$ cat src/design/kce_pkg.sv
// Shared types and constants for the k-combination enumerator.
// Used by kce_pos_store, k_combination_enumerator and the testbench; depends on nothing.
package kce_pkg;

	// Alphabet size limit and the widths that follow from it.
	localparam int MAX_SYMBOLS = 32;
	localparam int IDX_W       = $clog2(MAX_SYMBOLS);
	localparam int LEN_W       = 6;
	localparam int COUNT_W     = 30;
	localparam int WORD_W      = 64;
	localparam int NUM_WORDS   = 4;
	localparam int CFG_IDX_W   = 3;

	localparam logic [COUNT_W-1:0] COUNT_MAX = {COUNT_W{1'b1}};
	localparam logic [LEN_W-1:0]   N_LIMIT   = LEN_W'(MAX_SYMBOLS);

	// Configuration register indexes.
	localparam logic [CFG_IDX_W-1:0] CFG_SYMBOL_COUNT  = 3'd0;
	localparam logic [CFG_IDX_W-1:0] CFG_COMBO_LENGTH  = 3'd1;
	localparam logic [CFG_IDX_W-1:0] CFG_SYMBOLS_WORD0 = 3'd2;
	localparam logic [CFG_IDX_W-1:0] CFG_SYMBOLS_WORD1 = 3'd3;
	localparam logic [CFG_IDX_W-1:0] CFG_SYMBOLS_WORD2 = 3'd4;
	localparam logic [CFG_IDX_W-1:0] CFG_SYMBOLS_WORD3 = 3'd5;

	// Error codes reported with each result word.
	localparam logic [1:0] ERR_OK        = 2'd0;
	localparam logic [1:0] ERR_EXHAUSTED = 2'd1;
	localparam logic [1:0] ERR_LENGTH    = 2'd2;

	// Sequencer states.
	typedef enum logic [1:0] {
		ST_IDLE,
		ST_SCAN,
		ST_FILL,
		ST_EMIT
	} state_t;

	// Write port of the position index store.
	typedef struct packed {
		logic             en;
		logic [IDX_W-1:0] addr;
		logic [IDX_W-1:0] data;
	} pos_wr_t;

endpackage

$ cat src/design/kce_pos_store.sv
// Position index store of the k-combination enumerator: one entry per position.
// Depends on kce_pkg for widths and the write port struct.
module kce_pos_store (
	input  logic                        clk,
	input  logic                        arst_n,
	input  logic                        restart,
	input  kce_pkg::pos_wr_t            wr,
	input  logic [kce_pkg::IDX_W-1:0]   rd_addr,
	output logic [kce_pkg::IDX_W-1:0]   rd_data,
	output logic [kce_pkg::IDX_W-1:0]   head
);

	logic [kce_pkg::IDX_W-1:0] pos_q [kce_pkg::MAX_SYMBOLS];

	// Entry i holds i after reset or restart; otherwise one entry is written per cycle while the write port is enabled.
	always_ff @(posedge clk or negedge arst_n) begin
		if (!arst_n) begin
			for (int i = 0; i < kce_pkg::MAX_SYMBOLS; i++) begin
				pos_q[i] <= kce_pkg::IDX_W'(i);
			end
		end else if (restart) begin
			for (int i = 0; i < kce_pkg::MAX_SYMBOLS; i++) begin
				pos_q[i] <= kce_pkg::IDX_W'(i);
			end
		end else if (wr.en) begin
			pos_q[wr.addr] <= wr.data;
		end
	end

	// One selected read for the sequencer and the first entry for the exhaustion test.
	assign rd_data = pos_q[rd_addr];
	assign head    = pos_q[0];

endmodule

$ cat src/design/k_combination_enumerator.sv
// Top level of the k-combination enumerator: configuration, sequencer and output word.
// Depends on kce_pkg and kce_pos_store.
// A status query or an error answer appears in the output word the cycle after its input word.
// An advance steps from idle through a scan for the pivot and a refill of the suffix
// (the first advance goes straight to emission), then emits its k elements, one output word
// per cycle while the receiver accepts them, all through the single index store read port.
// Reset clears the sequencer and output valid, sets n=32, k=1, the alphabet to zeros
// and the enumeration to its start; a write to a listed configuration register restarts it at once.
module k_combination_enumerator (
	input  logic        clk,
	input  logic        arst_n,
	// Input words.
	input  logic        s_tvalid,
	output logic        s_tready,
	input  logic [7:0]  s_tdata,   // [0] advance, [7:1] zero
	// Output words.
	output logic        m_tvalid,
	input  logic        m_tready,
	output logic [55:0] m_tdata,   // [4:0] position, [9:5] symbol_index, [17:10] symbol_byte,
	                               // [18] has_more, [48:19] generated_count, [55:49] zero
	output logic [2:0]  m_tuser,   // [0] symbol_valid, [2:1] error_code
	output logic        m_tlast,
	// Configuration writes.
	input  logic        cfg_we,
	input  logic [2:0]  cfg_index,
	input  logic [63:0] cfg_data
);

	localparam int IDX_W   = kce_pkg::IDX_W;
	localparam int LEN_W   = kce_pkg::LEN_W;
	localparam int COUNT_W = kce_pkg::COUNT_W;

	// Configuration registers.
	logic [LEN_W-1:0]           symbol_count_q;
	logic [LEN_W-1:0]           combo_length_q;
	logic [kce_pkg::WORD_W-1:0] symbols_q [kce_pkg::NUM_WORDS];

	// Enumeration state and sequencer.
	kce_pkg::state_t    state_q, state_d;
	logic               first_q, first_d;
	logic [COUNT_W-1:0] count_q, count_d;
	logic [IDX_W-1:0]   p_q, p_d;
	logic [IDX_W-1:0]   i_q, i_d;
	logic [IDX_W-1:0]   prev_q, prev_d;
	logic [IDX_W-1:0]   e_q, e_d;

	// Output register.
	logic               out_valid_q;
	logic [IDX_W-1:0]   out_pos_q;
	logic [IDX_W-1:0]   out_idx_q;
	logic [7:0]         out_byte_q;
	logic               out_sv_q;
	logic               out_last_q;
	logic               out_more_q;
	logic [COUNT_W-1:0] out_count_q;
	logic [1:0]         out_err_q;

	logic               restart;
	logic               in_accept;
	logic               out_free;
	logic [LEN_W-1:0]   n_eff;
	logic               cfg_ok;
	logic               more;
	logic [LEN_W-1:0]   n_minus_k;
	logic [LEN_W-1:0]   scan_limit;
	logic [IDX_W-1:0]   rd_addr;
	logic [IDX_W-1:0]   rd_data;
	logic [IDX_W-1:0]   head;
	logic [IDX_W-1:0]   rd_inc;
	logic [kce_pkg::WORD_W-1:0] sym_word;
	logic [7:0]         sym_byte;
	kce_pkg::pos_wr_t   wr;
	logic               load_single;
	logic               load_elem;
	logic [1:0]         single_err;
	logic               elem_last;

	// A write to a listed register restarts the enumeration.
	always_comb begin
		unique case (cfg_index)
			kce_pkg::CFG_SYMBOL_COUNT, kce_pkg::CFG_COMBO_LENGTH,
			kce_pkg::CFG_SYMBOLS_WORD0, kce_pkg::CFG_SYMBOLS_WORD1,
			kce_pkg::CFG_SYMBOLS_WORD2, kce_pkg::CFG_SYMBOLS_WORD3: restart = cfg_we;
			default: restart = 1'b0;
		endcase
	end

	always_ff @(posedge clk or negedge arst_n) begin
		if (!arst_n) begin
			symbol_count_q <= kce_pkg::N_LIMIT;
			combo_length_q <= LEN_W'(1);
			for (int w = 0; w < kce_pkg::NUM_WORDS; w++) begin
				symbols_q[w] <= '0;
			end
		end else if (cfg_we) begin
			unique case (cfg_index)
				kce_pkg::CFG_SYMBOL_COUNT:  symbol_count_q <= cfg_data[LEN_W-1:0];
				kce_pkg::CFG_COMBO_LENGTH:  combo_length_q <= cfg_data[LEN_W-1:0];
				kce_pkg::CFG_SYMBOLS_WORD0: symbols_q[0]   <= cfg_data;
				kce_pkg::CFG_SYMBOLS_WORD1: symbols_q[1]   <= cfg_data;
				kce_pkg::CFG_SYMBOLS_WORD2: symbols_q[2]   <= cfg_data;
				kce_pkg::CFG_SYMBOLS_WORD3: symbols_q[3]   <= cfg_data;
				default: ;
			endcase
		end
	end

	// Configuration checks and the has-more flag, taken from the current state.
	assign n_eff     = (symbol_count_q > kce_pkg::N_LIMIT) ? kce_pkg::N_LIMIT : symbol_count_q;
	assign cfg_ok    = (combo_length_q != '0) && (combo_length_q <= n_eff);
	assign n_minus_k = n_eff - combo_length_q;
	assign more      = cfg_ok && (first_q || ({1'b0, head} < n_minus_k));

	// The store is read at the scan pointer while scanning, at the emit pointer otherwise.
	assign rd_addr    = (state_q == kce_pkg::ST_SCAN) ? p_q : e_q;
	assign rd_inc     = rd_data + IDX_W'(1);
	assign scan_limit = n_minus_k + {1'b0, p_q};
	assign elem_last  = (({1'b0, e_q} + LEN_W'(1)) == combo_length_q);

	// Alphabet byte of the element being emitted.
	assign sym_word = symbols_q[rd_data[IDX_W-1:3]];
	assign sym_byte = sym_word[{rd_data[2:0], 3'b000} +: 8];

	assign out_free  = !out_valid_q || m_tready;
	assign s_tready  = (state_q == kce_pkg::ST_IDLE) && out_free;
	assign in_accept = s_tvalid && s_tready;

	kce_pos_store u_pos_store (
		.clk     (clk),
		.arst_n  (arst_n),
		.restart (restart),
		.wr      (wr),
		.rd_addr (rd_addr),
		.rd_data (rd_data),
		.head    (head)
	);

	// Sequencer: pivot scan, suffix refill and serial emission.
	always_comb begin
		state_d     = state_q;
		first_d     = first_q;
		count_d     = count_q;
		p_d         = p_q;
		i_d         = i_q;
		prev_d      = prev_q;
		e_d         = e_q;
		wr          = '0;
		load_single = 1'b0;
		load_elem   = 1'b0;
		single_err  = kce_pkg::ERR_OK;
		unique case (state_q)
			kce_pkg::ST_IDLE: begin
				if (in_accept) begin
					if (!s_tdata[0]) begin
						load_single = 1'b1;
						single_err  = cfg_ok ? kce_pkg::ERR_OK : kce_pkg::ERR_LENGTH;
					end else if (!cfg_ok) begin
						load_single = 1'b1;
						single_err  = kce_pkg::ERR_LENGTH;
					end else if (!more) begin
						load_single = 1'b1;
						single_err  = kce_pkg::ERR_EXHAUSTED;
					end else begin
						if (count_q != kce_pkg::COUNT_MAX) begin
							count_d = count_q + COUNT_W'(1);
						end
						e_d = '0;
						if (first_q) begin
							first_d = 1'b0;
							state_d = kce_pkg::ST_EMIT;
						end else begin
							p_d     = IDX_W'(combo_length_q - LEN_W'(1));
							state_d = kce_pkg::ST_SCAN;
						end
					end
				end
			end
			kce_pkg::ST_SCAN: begin
				if ((p_q != '0) && ({1'b0, rd_data} >= scan_limit)) begin
					p_d = p_q - IDX_W'(1);
				end else begin
					// Raise the pivot and start refilling after it.
					wr.en   = 1'b1;
					wr.addr = p_q;
					wr.data = rd_inc;
					prev_d  = rd_inc;
					i_d     = p_q + IDX_W'(1);
					if (({1'b0, p_q} + LEN_W'(1)) < combo_length_q) begin
						state_d = kce_pkg::ST_FILL;
					end else begin
						state_d = kce_pkg::ST_EMIT;
					end
				end
			end
			kce_pkg::ST_FILL: begin
				wr.en   = 1'b1;
				wr.addr = i_q;
				wr.data = prev_q + IDX_W'(1);
				prev_d  = prev_q + IDX_W'(1);
				if (({1'b0, i_q} + LEN_W'(1)) < combo_length_q) begin
					i_d = i_q + IDX_W'(1);
				end else begin
					state_d = kce_pkg::ST_EMIT;
				end
			end
			kce_pkg::ST_EMIT: begin
				if (out_free) begin
					load_elem = 1'b1;
					if (elem_last) begin
						state_d = kce_pkg::ST_IDLE;
					end else begin
						e_d = e_q + IDX_W'(1);
					end
				end
			end
			default: state_d = kce_pkg::ST_IDLE;
		endcase
	end

	// Sequencer and enumeration registers; a restart takes priority for the first flag and the count.
	always_ff @(posedge clk or negedge arst_n) begin
		if (!arst_n) begin
			state_q <= kce_pkg::ST_IDLE;
			first_q <= 1'b1;
			count_q <= '0;
			p_q     <= '0;
			i_q     <= '0;
			prev_q  <= '0;
			e_q     <= '0;
		end else begin
			state_q <= state_d;
			p_q     <= p_d;
			i_q     <= i_d;
			prev_q  <= prev_d;
			e_q     <= e_d;
			if (restart) begin
				first_q <= 1'b1;
				count_q <= '0;
			end else begin
				first_q <= first_d;
				count_q <= count_d;
			end
		end
	end

	// Output word valid flag.
	always_ff @(posedge clk or negedge arst_n) begin
		if (!arst_n) begin
			out_valid_q <= 1'b0;
		end else if (load_single || load_elem) begin
			out_valid_q <= 1'b1;
		end else if (m_tready) begin
			out_valid_q <= 1'b0;
		end
	end

	// Output word payload; has-more and the count reflect the state after the update.
	always_ff @(posedge clk) begin
		if (load_single) begin
			out_pos_q   <= '0;
			out_idx_q   <= '0;
			out_byte_q  <= '0;
			out_sv_q    <= 1'b0;
			out_last_q  <= 1'b1;
			out_more_q  <= more;
			out_count_q <= count_q;
			out_err_q   <= single_err;
		end else if (load_elem) begin
			out_pos_q   <= e_q;
			out_idx_q   <= rd_data;
			out_byte_q  <= sym_byte;
			out_sv_q    <= 1'b1;
			out_last_q  <= elem_last;
			out_more_q  <= more;
			out_count_q <= count_q;
			out_err_q   <= kce_pkg::ERR_OK;
		end
	end

	assign m_tvalid = out_valid_q;
	assign m_tdata  = {7'd0, out_count_q, out_more_q, out_byte_q, out_idx_q, out_pos_q};
	assign m_tuser  = {out_err_q, out_sv_q};
	assign m_tlast  = out_last_q;

endmodule

$ cat config.mk
export PLATFORM = sky130hd
export DESIGN_NAME = k_combination_enumerator
export DESIGN_NICKNAME = d
export VERILOG_FILES = /design/src/design/kce_pkg.sv /design/src/design/kce_pos_store.sv /design/src/design/k_combination_enumerator.sv
export SDC_FILE = /design/constraint.sdc
export NUM_CORES = 1
export LEC_CHECK = 0
export ABC_AREA = 1
export CORE_UTILIZATION = 69
export CTS_CLUSTER_DIAMETER = 40
export DETAILED_ROUTE_END_ITERATION = 12
export DONT_BUFFER_PORTS = 1
export PLACE_DENSITY_LB_ADDON = 0.05
export SLEW_MARGIN = 0
export SYNTH_ARGS = -nofsm -noshare
export SYNTH_HDL_FRONTEND = slang
export SYNTH_SLANG_ARGS = --single-unit
$ cat constraint.sdc
create_clock -name clk -period 13.4 [get_ports clk]
set_clock_uncertainty 0.15 [all_clocks]
set_input_delay 2.68 -clock clk [delete_from_list [all_inputs] [get_ports clk]]
set_output_delay 2.68 -clock clk [all_outputs]
set_load 0.02 [all_outputs]
# Word level (Yosys, flattened, before mapping)
# Index checks and enable logic that the tools add are counted.
word_totals:
  regBits: 535
  elab_cells: 223
op_classes:
  n_addsub: 13
  order_cmp: 10
  n_eq_ne: 22
  n_shift: 1
  muxes: 80
  bitwise_logic: 3
  reduce_logical: 40
ops:
  columns: ["cell", "count"]
  rows:
  - ["2-to-1 mux 160 bit", 2]
  - ["2-to-1 mux 30 bit", 9]
  - ["bitwise mux 160 bit", 1]
  - ["binary-select mux 64 bit (select 2 bit)", 1]
  - ["2-to-1 mux 64 bit", 2]
  - ["2-to-1 mux 5 bit", 19]
  - ["variable part select 64 x 7 -> 8 bit", 1]
  - ["case mux 5 bit (2 select lines)", 4]
  - ["2-to-1 mux 2 bit", 16]
  - ["adder 30 x 1 -> 30 bit, second input constant", 1]
  - ["inequality test 30 bit, second input constant", 1]
  - ["adder 5 x 1 -> 5 bit, second input constant", 5]
  - ["binary-select mux 5 bit (select 5 bit)", 1]
  - ["demux 5 bit (select 5 bit)", 1]
  - ["nonzero test 2 bit", 12]
  - ["inequality test 2 bit, second input constant", 11]
  - ["case mux 11 bit (2 select lines)", 1]
  - ["2-to-1 mux 1 bit", 20]
  - ["adder 5 x 1 -> 6 bit, second input constant", 3]
  - ["AND reduction 2 bit", 7]
  - ["AND reduction 7 bit", 2]
  - ["greater-or-equal comparator 6 bit, second input constant", 2]
  - ["< comparator 6 bit", 2]
  - ["inverter 5 -> 6 bit", 2]
  - ["other kinds (32)", 43]

# Logic depth before layout (Yosys ltp)
depth:
  depth_word: 18
  depth_mapped: 35
  ltp_nobuf: 31

# By module
# A second synthesis with hierarchy kept.
hier_totals:
  hier_cells: 3348
  area_unflattened_um2: 26705.6
by_module_without_submodules:
  columns: ["mod", "instances", "cells_per_inst", "area_each_um2"]
  rows:
  - ["k_combination_enumerator", 1, 2291, 18670.4]
  - ["kce_pos_store", 1, 1057, 8035.2]

# Worst setup path after synthesis
# OpenSTA, ideal clock, no wires.
synth_path:
  path_kind: "input-to-output"
  from: "in m_tready"
  to: "out s_tready"
  arrival_time_ps: 3036
  t_required_ps: 10570
  slack_ps: 7534
  cell_stages: 2
  path_buffers: 0
  path_cell_list: "nor2_1 -> nor2_1"
synth_via:
  elab_chain_cells: 2
synth_rtl:
  columns: ["item", "line", "source"]
  rows:
  - ["from (decl)", "k_combination_enumerator.sv:18", "input logic m_tready,"]
  - ["logical OR 1 bit", "k_combination_enumerator.sv:124", "assign out_free = !out_valid_q || m_tready;"]
  - ["logical AND 1 bit", "k_combination_enumerator.sv:125", "assign s_tready = (state_q == kce_pkg::ST_IDLE) && out_free;"]
  - ["to (decl)", "k_combination_enumerator.sv:14", "output logic s_tready,"]
# No other way between the ends.

# Worst setup path in the final report
layout_path:
  from: "reg state_q[1]"
  to: "reg u_pos_store.pos_q[112] (netlist name)"
layout_via:
  elab_chain_cells: 18
  word_cells_on_any_way: 22
  classes_between: "add/sub (1); order compare (3); eq/ne (2); mux (11); bitwise (2); reduce/logical (3)"
layout_rtl:
  columns: ["item", "line", "source"]
  rows:
  - ["from (decl)", "k_combination_enumerator.sv:39", "kce_pkg::state_t state_q, state_d;"]
  - ["from (signal assigned)", "k_combination_enumerator.sv:223", "state_q <= kce_pkg::ST_IDLE;"]
  - ["from (signal assigned)", "k_combination_enumerator.sv:231", "state_q <= state_d;"]
  - ["== test 2 x 1 -> 1 bit", "k_combination_enumerator.sv:115, k_combination_enumerator.sv:151", null]
  - ["2-to-1 mux 5 bit", "k_combination_enumerator.sv:115", "assign rd_addr = (state_q == kce_pkg::ST_SCAN) ? p_q : e_q;"]
  - ["inverter 5 -> 6 bit (implied by the code)", "kce_pos_store.sv:31", "assign rd_data = pos_q[rd_addr];"]
  - ["binary-select mux 5 bit (select 5 bit)", "kce_pos_store.sv:31", null]
  - ["2-to-1 mux 5 bit (implied by the code) (2 in a row)", "kce_pos_store.sv:31", null]
  - ["greater-or-equal comparator 5 x 6 -> 1 bit", "k_combination_enumerator.sv:179", "if ((p_q != '0) && ({1'b0, rd_data} >= scan_limit)) begin"]
  - ["logical AND 1 bit", "k_combination_enumerator.sv:179", null]
  - ["2-to-1 mux 11 bit", "k_combination_enumerator.sv:179", null]
  - ["case mux 11 bit (2 select lines) *", "k_combination_enumerator.sv:151", "unique case (state_q)"]
  - ["inverter 5 -> 6 bit (implied by the code)", "kce_pos_store.sv:26", "pos_q[wr.addr] <= wr.data;"]
  - ["greater-or-equal comparator 6 bit (implied by the code) / < comparator 6 x 1 -> 1 bit (equally long branches)", "kce_pos_store.sv:26", null]
  - ["logical AND 1 bit (implied by the code)", "kce_pos_store.sv:26", null]
  - ["2-to-1 mux 5 bit (implied by the code)", "kce_pos_store.sv:26", null]
  - ["demux 5 bit (select 5 bit)", "kce_pos_store.sv:26", null]
  - ["bitwise mux 160 bit", "kce_pos_store.sv:26", null]
  - ["2-to-1 mux 160 bit", "kce_pos_store.sv:25", "end else if (wr.en) begin"]
  - ["2-to-1 mux 160 bit", "kce_pos_store.sv:21", "end else if (restart) begin"]
  - ["to (signal, indexed assignment)", "kce_pos_store.sv:19", "pos_q[i] <= kce_pkg::IDX_W'(i);"]
  - ["to (signal, indexed assignment)", "kce_pos_store.sv:23", "pos_q[i] <= kce_pkg::IDX_W'(i);"]
  - ["to (signal, indexed assignment)", "kce_pos_store.sv:26", null]
  - ["to (decl)", "kce_pos_store.sv:13", "logic [kce_pkg::IDX_W-1:0] pos_q [kce_pkg::MAX_SYMBOLS];"]
# Mark *: on every way between the ends. The rest lies on a longest branch, timed or not. The select of a mux whose other input is x is not followed.
# A chain may end at the register's enable or synchronous reset.

==> flow_summary.ini <==
[power_and_ir_drop]
internal-power_mw = 4.50
seq_power_share = 0.269
p_per_area_mw_per_mm2 = 277
switching_share = 0.472
irDropWorstVdd_uv = 224
power_mw = 8.53
clockPowerShare = 0.246
p_leak_nw = 14.9
power_frac_comb = 0.485
p_sw_mw = 4.03

[run]
maxCapViolations = 0

[cells_and_area]
final_cells = 4094
syn2layout_area_growth_pct = 9.15
final_cell_mix = nand2_1 (1009), inv_1 (424), o21ai_0 (403)
drive_above_1_share = 0.0824
layout_commonest_cell = nand2_1
final_util = 0.769
final_nets = 3634

[critical_path]
slowest_stage = ha_1
critPathTopFamily = simple AND/OR/NAND/NOR gates
cp_num_buf_inv = 5
critPathRequiredTime_ns = 13.70
cp-start-kind = flop
critPathMaxFanout = 66
critical_path.max_stage_delay_ns = 0.71
cp_data_arrival_time_ns = 8.49
end_kind = flop
path_common_cell = nand2_1
critical_path_class = flop to flop

[global_route]
grt_usage = 0.373
grt_pass1_wl_um = 123000
antenna_found_initial = 2
overflow = 0
grt_pass1_vias = 24200
grt_max_degree = 483

[sta]
slew_viol_final = 274
worst_pin_slew_ns = 1.74
post-route-period-util = 0.611
max_freq_mhz = 122
slew-limit-headroom = -0.163
holdWs_ns = 0.322
finalSetupViolCount = 0
rsz0062_at_grt = no
fin_crit_ns = 8.19
tns_ns = 0
hold_viol = 0

[yosys]
synth_seq_cells = 535
syn_avg_cell_area_um2 = 7.82
synthCells = 3603
synth_enable_flop_cells = 33
synth.distinct_cells = 54
synth_top_cell_area_share = 0.354
yosys_warnings = 0
synth.area.top_cells = dfrtp_1 (35%), nand2_1 (13%), dfstp_2 (7.7%)
syn_area_mm2 = 0.0282
synth_ff_type = dfrtp_1
ys_async_sr_fraction = 0.901
seq_area_frac_synth = 0.481
synth_largest_area_cell = dfrtp_1

[clock_tree]
clockBufferDepth = 3
cts_resized = 0
clock_sinks = 535
postCtsSetupBuffers = 0
clkLatencyLatePin_ns = 0.62
cts_tree = yes
path_clk_slew_ns = 0.06
cts_buffers = 73
cts_hold_buffers = 0
clk_root_buffer_cell = clkbuf_16
htreeDepth = 3

[detailed_routing]
drtPass1Iterations = 7
wirelength_um = 76100
ant_nets = 0
wire_per_inst_um = 18.6
drc = 0
drtIter0Drc = 2519
viasPerCell = 6.05
dr_total_vias = 24800

[status]
violations = slew limit
run_status = finished with violations

[floorplan]
std_cell_rows = 73
die_h_um = 204
die_x_um = 204
core_mm2 = 0.0400
initial_core_util = 0.704
pin_count = 142
dieArea_mm2 = 0.0416

[placed_design]
dp_cells = 3958
numPortBuffers = 0
dpl.hpwl_um = 45700
gp_congestion = 0.940

[hold_path]
hold_class = flop to flop
[power by group through the flow]
| stage | sequential, mW | combinational (mW) | clock, mW |
|---|---|---|---|
| 3_5_place_dp | 2.31 | 4.00 | 0 |
| 2_1_floorplan | 2.24 | 3.09 | 0 |
| 4_1_cts | 2.28 | 4.06 | 2.12 |
| 3_3_place_gp | 2.29 | 3.90 | 0 |
| 5_1_grt | 2.32 | 4.55 | 2.18 |
| 6_report | 2.29 | 4.14 | 2.10 |
[final timing paths]
path | startpoint | endpoint | slack (ns) | cells past startpoint
worst max-delay path | state_q[1] | u_pos_store.pos_q[112] | 5.21 | 28
worst min-delay path | count_q[9] | out_count_q[9] | 0.32 | 0
worst max register to register | state_q[1] | u_pos_store.pos_q[112] | 5.21 | 28
worst min register to register | count_q[9] | out_count_q[9] | 0.32 | 0
max in group asynchronous | arst_n | u_pos_store.pos_q[152] | 10.09 | 0
min in group asynchronous | arst_n | count_q[25] | 1.63 | 0
[Yosys cell counts (34+ instances only)]
master    instances
o21ai_0         403
ha_1             44
nand3b_1        123
buf_4            34
dfstp_2          83
a21oi_1          59
clkbuf_1        101
nor2_1          147
inv_1           424
buf_2            38
nand3_1         386
xor2_1           37
nand2_1        1013
dfrtp_1         399
o211ai_1         48
[stage by stage]
stage          setup slack [ns]  cell area, um^2
4_1_cts                    5.43            30800
6_report                   5.21            30800
2_1_floorplan              7.53            28200
3_5_place_dp               5.47            28100
5_1_grt                    4.80            30800
3_3_place_gp               5.58            28100
[registers in the layout, indices dropped and copies added, names as in the netlist, 6 cells and up]
signal / flops
symbols_q: 256
u_pos_store.pos_q: 155
out_byte_q: 8
symbol_count_q: 6
count_q: 30
combo_length_q: 6
out_count_q: 30
[metal layers]
| metal | track usage | share of wire |
|---|---|---|
| met5 | 0 | 0 |
| met4 | 0.190 | 0.044 |
| met3 | 0.0655 | 0.083 |
| met2 | 0.620 | 0.48 |
| met1 | 0.469 | 0.39 |
[cell type report]
class	count	area (um^2)
Clock buffer	83	1930
Inverter	444	1670
Fill cell	2890	9250
Multi-Input combinational cell	2429	12000
Clock inverter	51	744
Tap cell	525	657
Timing Repair Buffer	25	188
Sequential cell	535	13600
Antenna cell	2	5.00
[cell families (layout without fill, tap and decap cells)]
group	count (synthesis)	after routing	share of synthesized area
adder cells (fa/ha/maj)	46	46	0.0210
other	1	9	0.000133
flip-flops	535	535	0.481
buffers and inverters	645	603	0.0965
multiplexers	1	1	0.000400
AND/OR/NAND/NOR	1749	1749	0.274
AO/OA/AOI/OAI	583	583	0.113
XOR/XNOR	43	43	0.0134
Note: power is estimated with default switching activity, not from simulation.
